## src/avi_index_entry_router_core_defines.svh

```systemverilog
// Assertion macros for the index entry router RTL.
`ifndef AVI_INDEX_ENTRY_ROUTER_CORE_DEFINES_SVH
`define AVI_INDEX_ENTRY_ROUTER_CORE_DEFINES_SVH

// Same-cycle implication, sampled on the rising clock edge, off during reset.
`define AVI_ASSERT_IMP(lbl, ante, cons, msg) \
   lbl: assert property (@(posedge clock) disable iff (reset) (ante) |-> (cons)) \
      else $error(msg);

// Next-cycle implication, sampled on the rising clock edge, off during reset.
`define AVI_ASSERT_NXT(lbl, ante, cons, msg) \
   lbl: assert property (@(posedge clock) disable iff (reset) (ante) |=> (cons)) \
      else $error(msg);

`endif

```

## src/avi_ier_pkg.sv

```systemverilog
// Types and constants for the AVI index entry router.
`timescale 1ns / 1ps
`default_nettype none

package avi_ier_pkg;

   typedef enum logic [1:0] {
      KIND_VIDEO   = 2'd0,
      KIND_AUDIO   = 2'd1,
      KIND_REC     = 2'd2,
      KIND_UNKNOWN = 2'd3
   } kind_type;

   // register indexes on the csr port
   localparam logic [1:0] CSR_MOVIE_OFFSET = 2'd0;
   localparam logic [1:0] CSR_REC_MODE     = 2'd1;
   localparam logic [1:0] CSR_TRACK_MASK   = 2'd2;

   localparam int MASK_W = 9;

   // fourcc upper halves and the rec list marker
   localparam logic [15:0] TYPE_DC  = 16'h6364;
   localparam logic [15:0] TYPE_DB  = 16'h6264;
   localparam logic [15:0] TYPE_WB  = 16'h6277;
   localparam logic [31:0] CODE_REC = 32'h2063_6572;

   localparam logic [31:0] KEY_FRAME   = 32'h0000_0010;
   localparam logic [7:0]  DIGIT_ZERO  = 8'h30;
   localparam logic [47:0] MOVI_HDR_ADJ = 48'd8;
   localparam logic [47:0] REC_HDR_ADJ  = 48'd12;

   typedef struct packed {
      kind_type    kind;
      logic        present;
      logic [3:0]  track;
      logic [31:0] flags;
      logic [31:0] offs;
      logic [31:0] len;
   } s1_type;

   typedef struct packed {
      logic [31:0] count;
      logic [47:0] total;
   } trk_type;

   typedef struct packed {
      kind_type    kind;
      logic [3:0]  track;
      logic [31:0] num;
      logic [47:0] abs_off;
      logic [31:0] size;
      logic [31:0] flags;
      logic [47:0] total;
      logic        err;
   } rsp_type;

endpackage

`default_nettype wire

```

## src/avi_index_entry_router_core.sv

```systemverilog
// AVI idx1 index entry router: classifies entries and places video/audio chunks.
`timescale 1ns / 1ps
`default_nettype none
//
// Usage
//  - req_* channel: one 16-byte idx1 entry per beat (fourcc, flags, offset,
//    length). A beat moves when req_valid is high and req_stall is low.
//  - rsp_* channel: exactly one result beat per entry, in entry order.
//    A beat moves when rsp_valid is high and rsp_stall is low.
//  - csr_* port: write movie offset, rec mode and track mask while idle.
//  - Pipeline: decode and track-table read at the accepting edge, then the
//    update stage loads the output register, which drives rsp_valid.
//  - Throughput: one entry per cycle unless the receiver stalls. Per-track
//    chunk counts and byte totals live in a small synchronous table (registered
//    read); an update-stage write to the entry read in the same cycle is forwarded.
//  - Reset (synchronous): clears config, counters, base offset, pipeline
//    valids and the per-entry valid bits of the track table; an entry never
//    written reads as zero, so no clearing pass is needed.
//  - Receiver stall: the output register holds its beat; the update stage
//    holds too, and req_stall rises only when that stage is also full.
//
module avi_index_entry_router_core #(
   parameter int MAX_AUDIO_TRACKS = 9
) (
   input  wire logic               clock,
   input  wire logic               reset,
   // configuration
   input  wire logic               csr_wr_en,
   input  wire logic [1:0]         csr_index,
   input  wire logic [47:0]        csr_wdata,
   // entry channel
   input  wire logic               req_valid,
   output logic                    req_stall,
   input  wire logic [31:0]        req_chunk_code,
   input  wire logic [31:0]        req_entry_flags,
   input  wire logic [31:0]        req_entry_offset,
   input  wire logic [31:0]        req_entry_length,
   // result channel
   output logic                    rsp_valid,
   input  wire logic               rsp_stall,
   output logic [1:0]              rsp_entry_kind,
   output logic [3:0]              rsp_audio_track,
   output logic [31:0]             rsp_chunk_number,
   output logic signed [47:0]      rsp_absolute_offset,
   output logic [31:0]             rsp_chunk_size,
   output logic [31:0]             rsp_chunk_flags,
   output logic [47:0]             rsp_track_total_bytes,
   output logic                    rsp_track_error
);

   import avi_ier_pkg::*;

   `include "avi_index_entry_router_core_defines.svh"

   localparam int TrkIdxW = (MAX_AUDIO_TRACKS > 1) ? $clog2(MAX_AUDIO_TRACKS) : 1;

   // ---------------- configuration registers ----------------
   logic [47:0]       movie_ff;
   logic              rec_ff;
   logic [MASK_W-1:0] mask_ff;
   logic [47:0]       origin_ff;   // movie offset + 8 (+12 in rec mode)
   logic [47:0]       origin_in;

   always_ff @(posedge clock) begin
      if (reset) begin
         movie_ff <= '0;
         rec_ff   <= 1'b0;
         mask_ff  <= '0;
      end else if (csr_wr_en) begin
         unique case (csr_index)
            CSR_MOVIE_OFFSET: movie_ff <= csr_wdata;
            CSR_REC_MODE:     rec_ff   <= csr_wdata[0];
            CSR_TRACK_MASK:   mask_ff  <= csr_wdata[MASK_W-1:0];
            default: ;
         endcase
      end
   end

   assign origin_in = movie_ff + MOVI_HDR_ADJ + (rec_ff ? REC_HDR_ADJ : 48'd0);

   always_ff @(posedge clock) begin
      if (reset) origin_ff <= '0;
      else       origin_ff <= origin_in;
   end

   // ---------------- handshake ----------------
   logic s1_valid_ff;
   logic rsp_valid_ff;
   logic out_free;
   logic s1_fire;
   logic accept;

   assign out_free  = !rsp_valid_ff || !rsp_stall;
   assign s1_fire   = s1_valid_ff && out_free;
   assign req_stall = s1_valid_ff && !out_free;
   assign accept    = req_valid && !req_stall;

   // ---------------- stage 0: decode and table read ----------------
   logic [7:0]         digit_raw;
   logic [7:0]         digit;
   logic [TrkIdxW-1:0] req_idx;
   logic               req_present;
   logic [3:0]         req_track;
   kind_type           req_kind;

   always_comb begin
      digit_raw = req_chunk_code[15:8] - DIGIT_ZERO;
      // digits outside the track range fold onto track 0
      digit     = (digit_raw < 8'(MAX_AUDIO_TRACKS)) ? digit_raw : 8'd0;
      req_idx   = digit[TrkIdxW-1:0];
      req_present = (digit < 8'(MASK_W)) ? mask_ff[digit[3:0]] : 1'b0;
      // compacted track: present tracks below this digit
      req_track = 4'd0;
      for (int i = 0; i < MASK_W; i++) begin
         if (mask_ff[i] && (8'(i) < digit)) req_track = req_track + 4'd1;
      end
      if (req_chunk_code == CODE_REC) begin
         req_kind = KIND_REC;
      end else if (req_chunk_code[31:16] == TYPE_DC || req_chunk_code[31:16] == TYPE_DB) begin
         req_kind = KIND_VIDEO;
      end else if (req_chunk_code[31:16] == TYPE_WB) begin
         req_kind = KIND_AUDIO;
      end else begin
         req_kind = KIND_UNKNOWN;
      end
   end

   // ---------------- track table ----------------
   trk_type                     trk_mem [MAX_AUDIO_TRACKS];
   logic [MAX_AUDIO_TRACKS-1:0] trk_vld_ff;
   trk_type                     rd_data_ff;
   logic                        rd_vld_ff;
   logic                        byp_hit_ff;
   trk_type                     byp_data_ff;
   logic                        mem_we;
   logic [TrkIdxW-1:0]          mem_waddr;
   trk_type                     mem_wdata;

   always_ff @(posedge clock) begin
      if (mem_we) trk_mem[mem_waddr] <= mem_wdata;
      if (accept) begin
         rd_data_ff  <= trk_mem[req_idx];
         byp_data_ff <= mem_wdata;
      end
   end

   always_ff @(posedge clock) begin
      if (reset) begin
         trk_vld_ff <= '0;
         rd_vld_ff  <= 1'b0;
         byp_hit_ff <= 1'b0;
      end else begin
         if (mem_we) trk_vld_ff[mem_waddr] <= 1'b1;
         if (accept) begin
            rd_vld_ff  <= trk_vld_ff[req_idx];
            // update stage writes the entry being read: take the new value
            byp_hit_ff <= mem_we && (mem_waddr == req_idx);
         end
      end
   end

   // ---------------- stage 1 register ----------------
   s1_type             s1_ff;
   logic [TrkIdxW-1:0] s1_idx_ff;

   always_ff @(posedge clock) begin
      if (accept) begin
         s1_ff.kind    <= req_kind;
         s1_ff.present <= req_present;
         s1_ff.track   <= req_track;
         s1_ff.flags   <= req_entry_flags;
         s1_ff.offs    <= req_entry_offset;
         s1_ff.len     <= req_entry_length;
         s1_idx_ff     <= req_idx;
      end
   end

   // ---------------- stage 1: update ----------------
   logic [47:0] base_ff,  base_in;
   logic [31:0] video_ff, video_in;
   logic [31:0] audio_ff, audio_in;
   trk_type     trk_cur;
   logic        first;
   logic [47:0] offs48;
   rsp_type     rsp_in;
   rsp_type     rsp_ff;

   always_comb begin
      trk_cur = byp_hit_ff ? byp_data_ff : (rd_vld_ff ? rd_data_ff : '0);
      offs48  = {16'd0, s1_ff.offs};
      // no chunk placed yet: base reloads from this entry
      first   = (video_ff == 32'd0) && (audio_ff == 32'd0);

      base_in   = base_ff;
      video_in  = video_ff;
      audio_in  = audio_ff;
      mem_we    = 1'b0;
      mem_waddr = s1_idx_ff;
      mem_wdata.count = trk_cur.count + 32'd1;
      mem_wdata.total = trk_cur.total + {16'd0, s1_ff.len};

      rsp_in      = '0;
      rsp_in.kind = s1_ff.kind;

      if (s1_fire && first) base_in = origin_ff - offs48;

      case (s1_ff.kind)
         KIND_VIDEO: begin
            rsp_in.num     = video_ff;
            rsp_in.abs_off = first ? origin_ff : offs48 + base_ff;
            rsp_in.size    = s1_ff.len;
            rsp_in.flags   = (video_ff == 32'd0) ? KEY_FRAME : s1_ff.flags;
            if (s1_fire) video_in = video_ff + 32'd1;
         end
         KIND_AUDIO: begin
            rsp_in.abs_off = first ? origin_ff : offs48 + base_ff;
            rsp_in.size    = s1_ff.len;
            rsp_in.flags   = s1_ff.flags;
            if (s1_ff.present) begin
               rsp_in.track = s1_ff.track;
               rsp_in.num   = trk_cur.count;
               rsp_in.total = mem_wdata.total;
               if (s1_fire) begin
                  mem_we   = 1'b1;
                  audio_in = audio_ff + 32'd1;
               end
            end else begin
               rsp_in.err = 1'b1;
            end
         end
         default: ;
      endcase
   end

   always_ff @(posedge clock) begin
      if (reset) begin
         s1_valid_ff  <= 1'b0;
         rsp_valid_ff <= 1'b0;
         base_ff      <= '0;
         video_ff     <= '0;
         audio_ff     <= '0;
      end else begin
         if (accept)       s1_valid_ff <= 1'b1;
         else if (s1_fire) s1_valid_ff <= 1'b0;
         if (out_free) rsp_valid_ff <= s1_fire;
         base_ff  <= base_in;
         video_ff <= video_in;
         audio_ff <= audio_in;
      end
   end

   always_ff @(posedge clock) begin
      if (out_free) rsp_ff <= rsp_in;
   end

   // ---------------- outputs ----------------
   assign rsp_valid             = rsp_valid_ff;
   assign rsp_entry_kind        = rsp_ff.kind;
   assign rsp_audio_track       = rsp_ff.track;
   assign rsp_chunk_number      = rsp_ff.num;
   assign rsp_absolute_offset   = signed'(rsp_ff.abs_off);
   assign rsp_chunk_size        = rsp_ff.size;
   assign rsp_chunk_flags       = rsp_ff.flags;
   assign rsp_track_total_bytes = rsp_ff.total;
   assign rsp_track_error       = rsp_ff.err;

   // ---------------- assertions ----------------
   `AVI_ASSERT_IMP(a_stall_full, req_stall, s1_valid_ff && rsp_valid_ff,
      "req_stall without a full pipeline")
   `AVI_ASSERT_IMP(a_we_audio, mem_we,
      s1_fire && s1_ff.kind == KIND_AUDIO && s1_ff.present,
      "track table written by a non-audio or absent-track beat")
   `AVI_ASSERT_NXT(a_vld_set, mem_we, trk_vld_ff[$past(mem_waddr)],
      "track entry not marked valid after write")
   `AVI_ASSERT_NXT(a_video_cnt, s1_fire && s1_ff.kind == KIND_VIDEO,
      video_ff == 32'($past(video_ff) + 32'd1),
      "video chunk counter did not advance by one")

endmodule

`default_nettype wire

```

## config.mk

```make
export PLATFORM = sky130hd
export DESIGN_NAME = avi_index_entry_router_core
export DESIGN_NICKNAME = d
export VERILOG_FILES = /design/src/avi_ier_pkg.sv /design/src/avi_index_entry_router_core.sv
export VERILOG_INCLUDE_DIRS = /design/src /design/src/src
export SDC_FILE = /design/constraint.sdc
export NUM_CORES = 2
export LEC_CHECK = 0
export BUFFER_PORTS_ARGS = -buffer_cell sky130_fd_sc_hd__buf_2
export CORE_MARGIN = 2
export CORE_UTILIZATION = 25
export DETAILED_ROUTE_END_ITERATION = 16
export PLACE_DENSITY_LB_ADDON = 0.3
export SYNTH_ARGS = -nofsm -noshare
export SYNTH_HDL_FRONTEND = slang
export SYNTH_SLANG_ARGS = --single-unit
```

## constraint.sdc

```tcl
create_clock -name clock -period 38 [get_ports clock]
set_input_delay 5.7 -clock clock [delete_from_list [all_inputs] [get_ports clock]]
set_output_delay 5.7 -clock clock [all_outputs]
set_load 0.01 [all_outputs]
```

* Word-level counts from Yosys, hierarchy flattened
Memory sizes are Yosys's and may differ from the RTL's. A register that Yosys moved wholly into a read port is not among the register bits. Index checks and enable logic that the tools add are counted. W data, S select, Z words.
Word-level totals: register bits 617, RAM bits 720, input port bits 183, output and inout bits 201, memories kept 1
Cells by class: add/subtract/negate cells 17, magnitude comparators 14, eq/ne operators 8, multiplexer cells 33, bitwise logic cells 1, reduce and logical (&&, ||, !) cells 34
Memory list:
- trk_mem | words 9, bits a word 80, rd ports 1, clocked after memory_dff 1, wr ports 1, RTL line avi_index_entry_router_core.sv:129 | trk_type trk_mem [MAX_AUDIO_TRACKS];
Operators by type and width (count):
- $pmux W144 S2 | 1
- $mux W80 | 2
- $add A32 B1 Y32 const B | 3
- $logic_not A32 Y1 | 2
- $mux W32 | 2
- $add A32 B48 Y48 | 1
- $add A48 B32 Y48 | 1
- $add A48 B4 Y48 | 1
- $add A48 B4 Y48 const B | 1
- $eq A16 B15 Y1 const B | 3
- $mux W48 | 1
- $sub A48 B32 Y48 | 1
- $mux W4 | 9
- $add A4 B1 Y4 const B | 8
- $eq A32 B30 Y1 const B | 1
- $lt A3 B8 Y1 const A | 4
- $logic_and A1 B1 Y1 | 16
- $lt A1 B8 Y1 const A | 2
- $lt A2 B8 Y1 const A | 2
- $lt A8 B4 Y1 const B | 2
- $mux W1 | 12
- $lt A4 B5 Y1 const B | 2
- $reduce_and A2 Y1 | 5
- $or A9 B9 Y9 | 1
- other kinds (16) | 24

* Logic depth before layout (Yosys ltp)
depth in word-level cells 22, mapped depth 29, depth with buffers taken out 28

* Worst setup path after synthesis
Ideal clock, no wire load.
path type input-to-reg, start point input port rsp_stall, end point memory trk_mem[4][0] (netlist bit) (enable), arrival time 18180 ps, data required time 37282 ps, setup slack 19102 ps, stages 4, path buffers 0, cell sequence nand2_1 and2_1 nand2_1 nor4_1
Between the ends: longest elaborated chain between the ends 8
Ends and longest elaborated chain:
- from (decl) | RTL line avi_index_entry_router_core.sv:40 | input wire logic rsp_stall,
- $logic_not A1 Y1 | RTL line avi_index_entry_router_core.sv:93 | assign out_free = !rsp_valid_ff || !rsp_stall;
- $logic_or A1 B1 Y1 | RTL line avi_index_entry_router_core.sv:93
- $logic_and A1 B1 Y1 | RTL line avi_index_entry_router_core.sv:94 | assign s1_fire = s1_valid_ff && out_free;
- $mux W1 | RTL line avi_index_entry_router_core.sv:223 | if (s1_fire) begin
- $mux W1 | RTL line avi_index_entry_router_core.sv:219 | if (s1_ff.present) begin
- $mux W1 | RTL line avi_index_entry_router_core.sv:207 | case (s1_ff.kind)
- $mux W1 | RTL line avi_index_entry_router_core.sv:140 | if (mem_we) trk_mem[mem_waddr] <= mem_wdata;
- $mux W1 (not written as such) | RTL line avi_index_entry_router_core.sv:140
- to (decl) | RTL line avi_index_entry_router_core.sv:129
Every way passes these cells.

* Worst setup path after layout
start point input port rsp_stall, end point output port req_stall
Between the ends: longest elaborated chain between the ends 4
Ends and longest elaborated chain:
- $logic_not A1 Y1 | RTL line avi_index_entry_router_core.sv:93
- $logic_or A1 B1 Y1 | RTL line avi_index_entry_router_core.sv:93
- $logic_not A1 Y1 | RTL line avi_index_entry_router_core.sv:95 | assign req_stall = s1_valid_ff && !out_free;
- $logic_and A1 B1 Y1 | RTL line avi_index_entry_router_core.sv:95
- to (decl) | RTL line avi_index_entry_router_core.sv:33 | output logic req_stall,
Every way passes these cells.

==> impl_metrics.json <==
{
  "cellLeakagePower_nw": 27.1,
  "grt_overflow_total": 0,
  "synth_xor_area_frac": 0.0349,
  "vias_in_the_first_global_route": 40500,
  "final_nets": 5709,
  "yosys.area.top_type": "sky130_fd_sc_hd__edfxtp_1",
  "cts-buffers-inserted": 164,
  "ys.flop_type": "sky130_fd_sc_hd__edfxtp_1",
  "crit_end": "req_stall",
  "end_kind": "output port",
  "asr_flop_ratio_synth": 0,
  "synthCells": 5050,
  "clock_path_buffers": 3,
  "grt_pass1_wl_um": 275000,
  "ratio_of_routed_vias_to_standard_cells": 4.74,
  "final_antenna_net_count": 0,
  "synthDominantCellAreaShare": 0.577,
  "cts_tree": "done",
  "ir_worst_vdd_mv": 0.0473,
  "slew_viol_final": 0,
  "number_of_clock_sinks": 1417,
  "dr.first_iter.drc_count": 3137,
  "fin_skew_ns": 0.0511,
  "max_cap_viol_count": 0,
  "total_track_usage": 0.146,
  "setup_tns_ns": 0,
  "vias": 41600,
  "worst_ep_required_time_ns": 32.30,
  "post_cts_repair_setup_buffers": 0,
  "areaGrowthSynthToFinish_pct": 17.7,
  "deepest_level_of_the_cts_h_tree": 4,
  "ioPinCount": 384,
  "layout-drive-gt1-share": 0.148,
  "grt_antenna_before_repair": 10,
  "clock_latency_ns": 0.82,
  "timing_worst_slew_pin_value_ns": 1.22,
  "setup.worst_path.start_class": "input pin",
  "layout_common_cells": "sky130_fd_sc_hd__edfxtp_1, sky130_fd_sc_hd__nand2_1, sky130_fd_sc_hd__buf_2",
  "floorplan.core_area_sq_um": 246000,
  "synth_top_family_by_area": "simple AND/OR/NAND/NOR gates",
  "io_buffer_count": 383,
  "sequential_fraction_of_the_synthesis_area": 0.652,
  "pre_antenna_drt_iters": 5,
  "reg2regPathDepth": 16,
  "synth-edff-count": 1186,
  "synth_adder_area_share": 0.0250,
  "drc": 0,
  "worst_setup_path_startpoint": "rsp_stall",
  "min_delay_path_depth": 1,
  "commonest_non_fill_non_tap_cell_in_the_layout": "sky130_fd_sc_hd__edfxtp_1",
  "cp_data_arrival_time_ns": 6.15,
  "worst_slew_margin_rel": 0.185,
  "mappedNetlistArea_sq_um": 61700,
  "synth.area.mux_share": 0.0325,
  "dp_slack_ns": 26.01,
  "floorplan.die_area_sq_um": 251000,
  "final_min_period_over_clock_period": 0.312,
  "hold_class": "reg2reg",
  "power_density_nw_per_um2": 47.2,
  "placementRows": 182,
  "grt_max_degree": 97,
  "synth.lib_cells_used.distinct": 100,
  "post-dp-hpwl_um": 115000,
  "rsz0062_at_grt": "no",
  "dieWidth_um": 501,
  "yosys_warnings": 0,
  "start_util": 0.251,
  "post_synthesis_compound_gate_area_fraction": 0.0903,
  "final-hold-violation-count": 0,
  "synth_fp_nets": 5354,
  "wl_per_cell_um": 21.5,
  "critical_path.reg2reg.endpoint": "trk_mem[6][47]",
  "synth_simple_gate_area_share": 0.143,
  "power.total_mw": 3.43,
  "postCtsHoldBufs": 0,
  "path_clk_slew_ns": 0.06,
  "ff2ff_setup_slack_ns": 32.15,
  "cts_repair_resize_count": 0,
  "layout_setup_ws_ns": 26.15,
  "synth_top_cells_by_area": "sky130_fd_sc_hd__edfxtp_1, sky130_fd_sc_hd__dfxtp_1, sky130_fd_sc_hd__nand2_1",
  "cts_root_buf": "sky130_fd_sc_hd__clkbuf_16",
  "fin_crit_ns": 11.85,
  "die_ht_um": 501,
  "crit_fanout": 4,
  "clock.fmax_mhz": 84.4,
  "crit_type": "in2out",
  "postRouteWirelength_um": 189000,
  "r2r-start": "rd_vld_ff",
  "gp_congestion": 0.816,
  "postSynthRegisterBits": 1417,
  "post_synth.cell_area_avg_sq_um": 12.2,
  "setup_violations": 0,
  "outcome": "complete, no violations"
}
==> sequential cells by signal, indices dropped and copies added (netlist names), 2 cells and up <==
signal	count
audio_ff	32
base_ff	48
byp_data_ff	80
mask_ff	9
mem_waddr	4
movie_ff	48
offs48	32
origin_ff	48
rd_data_ff	80
rsp_absolute_offset	48
rsp_audio_track	4
rsp_chunk_flags	32
rsp_chunk_number	32
rsp_chunk_size	32
rsp_entry_kind	2
rsp_in	2
rsp_track_total_bytes	48
s1_ff	69
trk_mem	720
trk_vld_ff	9
video_ff	32
==> final cells by class <==
cell class / count / area, sq um
Fill cell: 24800 / 173000
Sequential cell: 1417 / 40200
Multi-Input combinational cell: 3275 / 20200
Clock buffer: 218 / 4410
Tap cell: 3220 / 4030
Timing Repair Buffer: 454 / 2500
Clock inverter: 84 / 822
Inverter: 93 / 363
Antenna cell: 5 / 12.5
==> critical path, cell delays in order <==
cell and delay (ns):
sky130_fd_sc_hd__buf_2 0.13, sky130_fd_sc_hd__nand3_1 0.12, sky130_fd_sc_hd__inv_1 0.08, sky130_fd_sc_hd__buf_2 0.12
==> metrics by stage <==
step	instance area [sq um]	utilization	cells	hold slack (ns)
2_1_floorplan	61700	-	5050	0.424
3_3_place_gp	67300	0.274	8459	0.444
3_5_place_dp	67300	0.274	8459	0.451
4_1_cts	72600	0.295	8761	0.454
5_1_grt	72600	0.295	8761	0.476
6_report	72600	0.295	8766	0.448
==> kinds of logic (layout without fill, tap and decap cells) <==
group           Yosys count  after routing
compound gates          823            823
mux                     189            189
fa+ha+maj               121            121
simple gates           1903           1903
other cells               0              5
buf+inv                 358            849
flops                  1417           1417
xor+xnor                239            239
==> power by group <==
group	internal (mW)	switching (mW)
Clock	0.866	0.673
Sequential	1.71	0.0200
Combinational	0.0554	0.107
Total	2.63	0.799
==> how the worst min path moves through the flow <==
stage / endpoint / start
after detailed placement: base_ff[5] / base_ff[5]
final: origin_ff[0] / movie_ff[0]
after global routing: base_ff[3] / base_ff[3]
after global placement: movie_ff[3] / movie_ff[3]
after floorplan: rsp_entry_kind[1] / rsp_in[198]
after CTS: origin_ff[0] / movie_ff[0]
==> synth_stat cells (8+ instances only) <==
library cell	number
sky130_fd_sc_hd__o31a_1	10
sky130_fd_sc_hd__nor2_1	366
sky130_fd_sc_hd__o2111ai_1	81
sky130_fd_sc_hd__nand4_1	34
sky130_fd_sc_hd__a31oi_1	96
sky130_fd_sc_hd__o21ai_1	11
sky130_fd_sc_hd__nor3_1	48
sky130_fd_sc_hd__xnor2_1	122
sky130_fd_sc_hd__clkbuf_1	238
sky130_fd_sc_hd__mux2_2	85
sky130_fd_sc_hd__or3_1	42
sky130_fd_sc_hd__mux2i_1	103
sky130_fd_sc_hd__dfxtp_1	231
sky130_fd_sc_hd__ha_1	117
sky130_fd_sc_hd__nor4_1	29
sky130_fd_sc_hd__nor3b_1	10
sky130_fd_sc_hd__nor2b_1	52
sky130_fd_sc_hd__nand4b_1	8
sky130_fd_sc_hd__xor2_1	113
sky130_fd_sc_hd__o21a_1	16
sky130_fd_sc_hd__o31ai_1	9
sky130_fd_sc_hd__nand3_1	323
sky130_fd_sc_hd__a211oi_1	42
sky130_fd_sc_hd__nand3b_1	20
sky130_fd_sc_hd__nor4b_1	9
sky130_fd_sc_hd__a21o_1	55
sky130_fd_sc_hd__o21ai_0	107
sky130_fd_sc_hd__inv_1	91
sky130_fd_sc_hd__and3_1	45
sky130_fd_sc_hd__nand2b_1	26
sky130_fd_sc_hd__buf_1	16
sky130_fd_sc_hd__nand2_1	763
sky130_fd_sc_hd__edfxtp_1	1186
sky130_fd_sc_hd__and4_1	10
sky130_fd_sc_hd__a22o_1	47
sky130_fd_sc_hd__and2_1	86
sky130_fd_sc_hd__a311oi_1	8
sky130_fd_sc_hd__a22oi_1	37
sky130_fd_sc_hd__o21bai_1	11
sky130_fd_sc_hd__a21oi_1	220
==> metal layers <==
layer,up-vias,part of all wire,track usage
met1,20800,0.44,0.193
met4,4,0.027,0.0444
met3,246,0.058,0.0266
met5,-,0.00011,0
li1,19400,-,-
met2,1175,0.47,0.242
No activity file was read; power rests on OpenSTA's default activity.
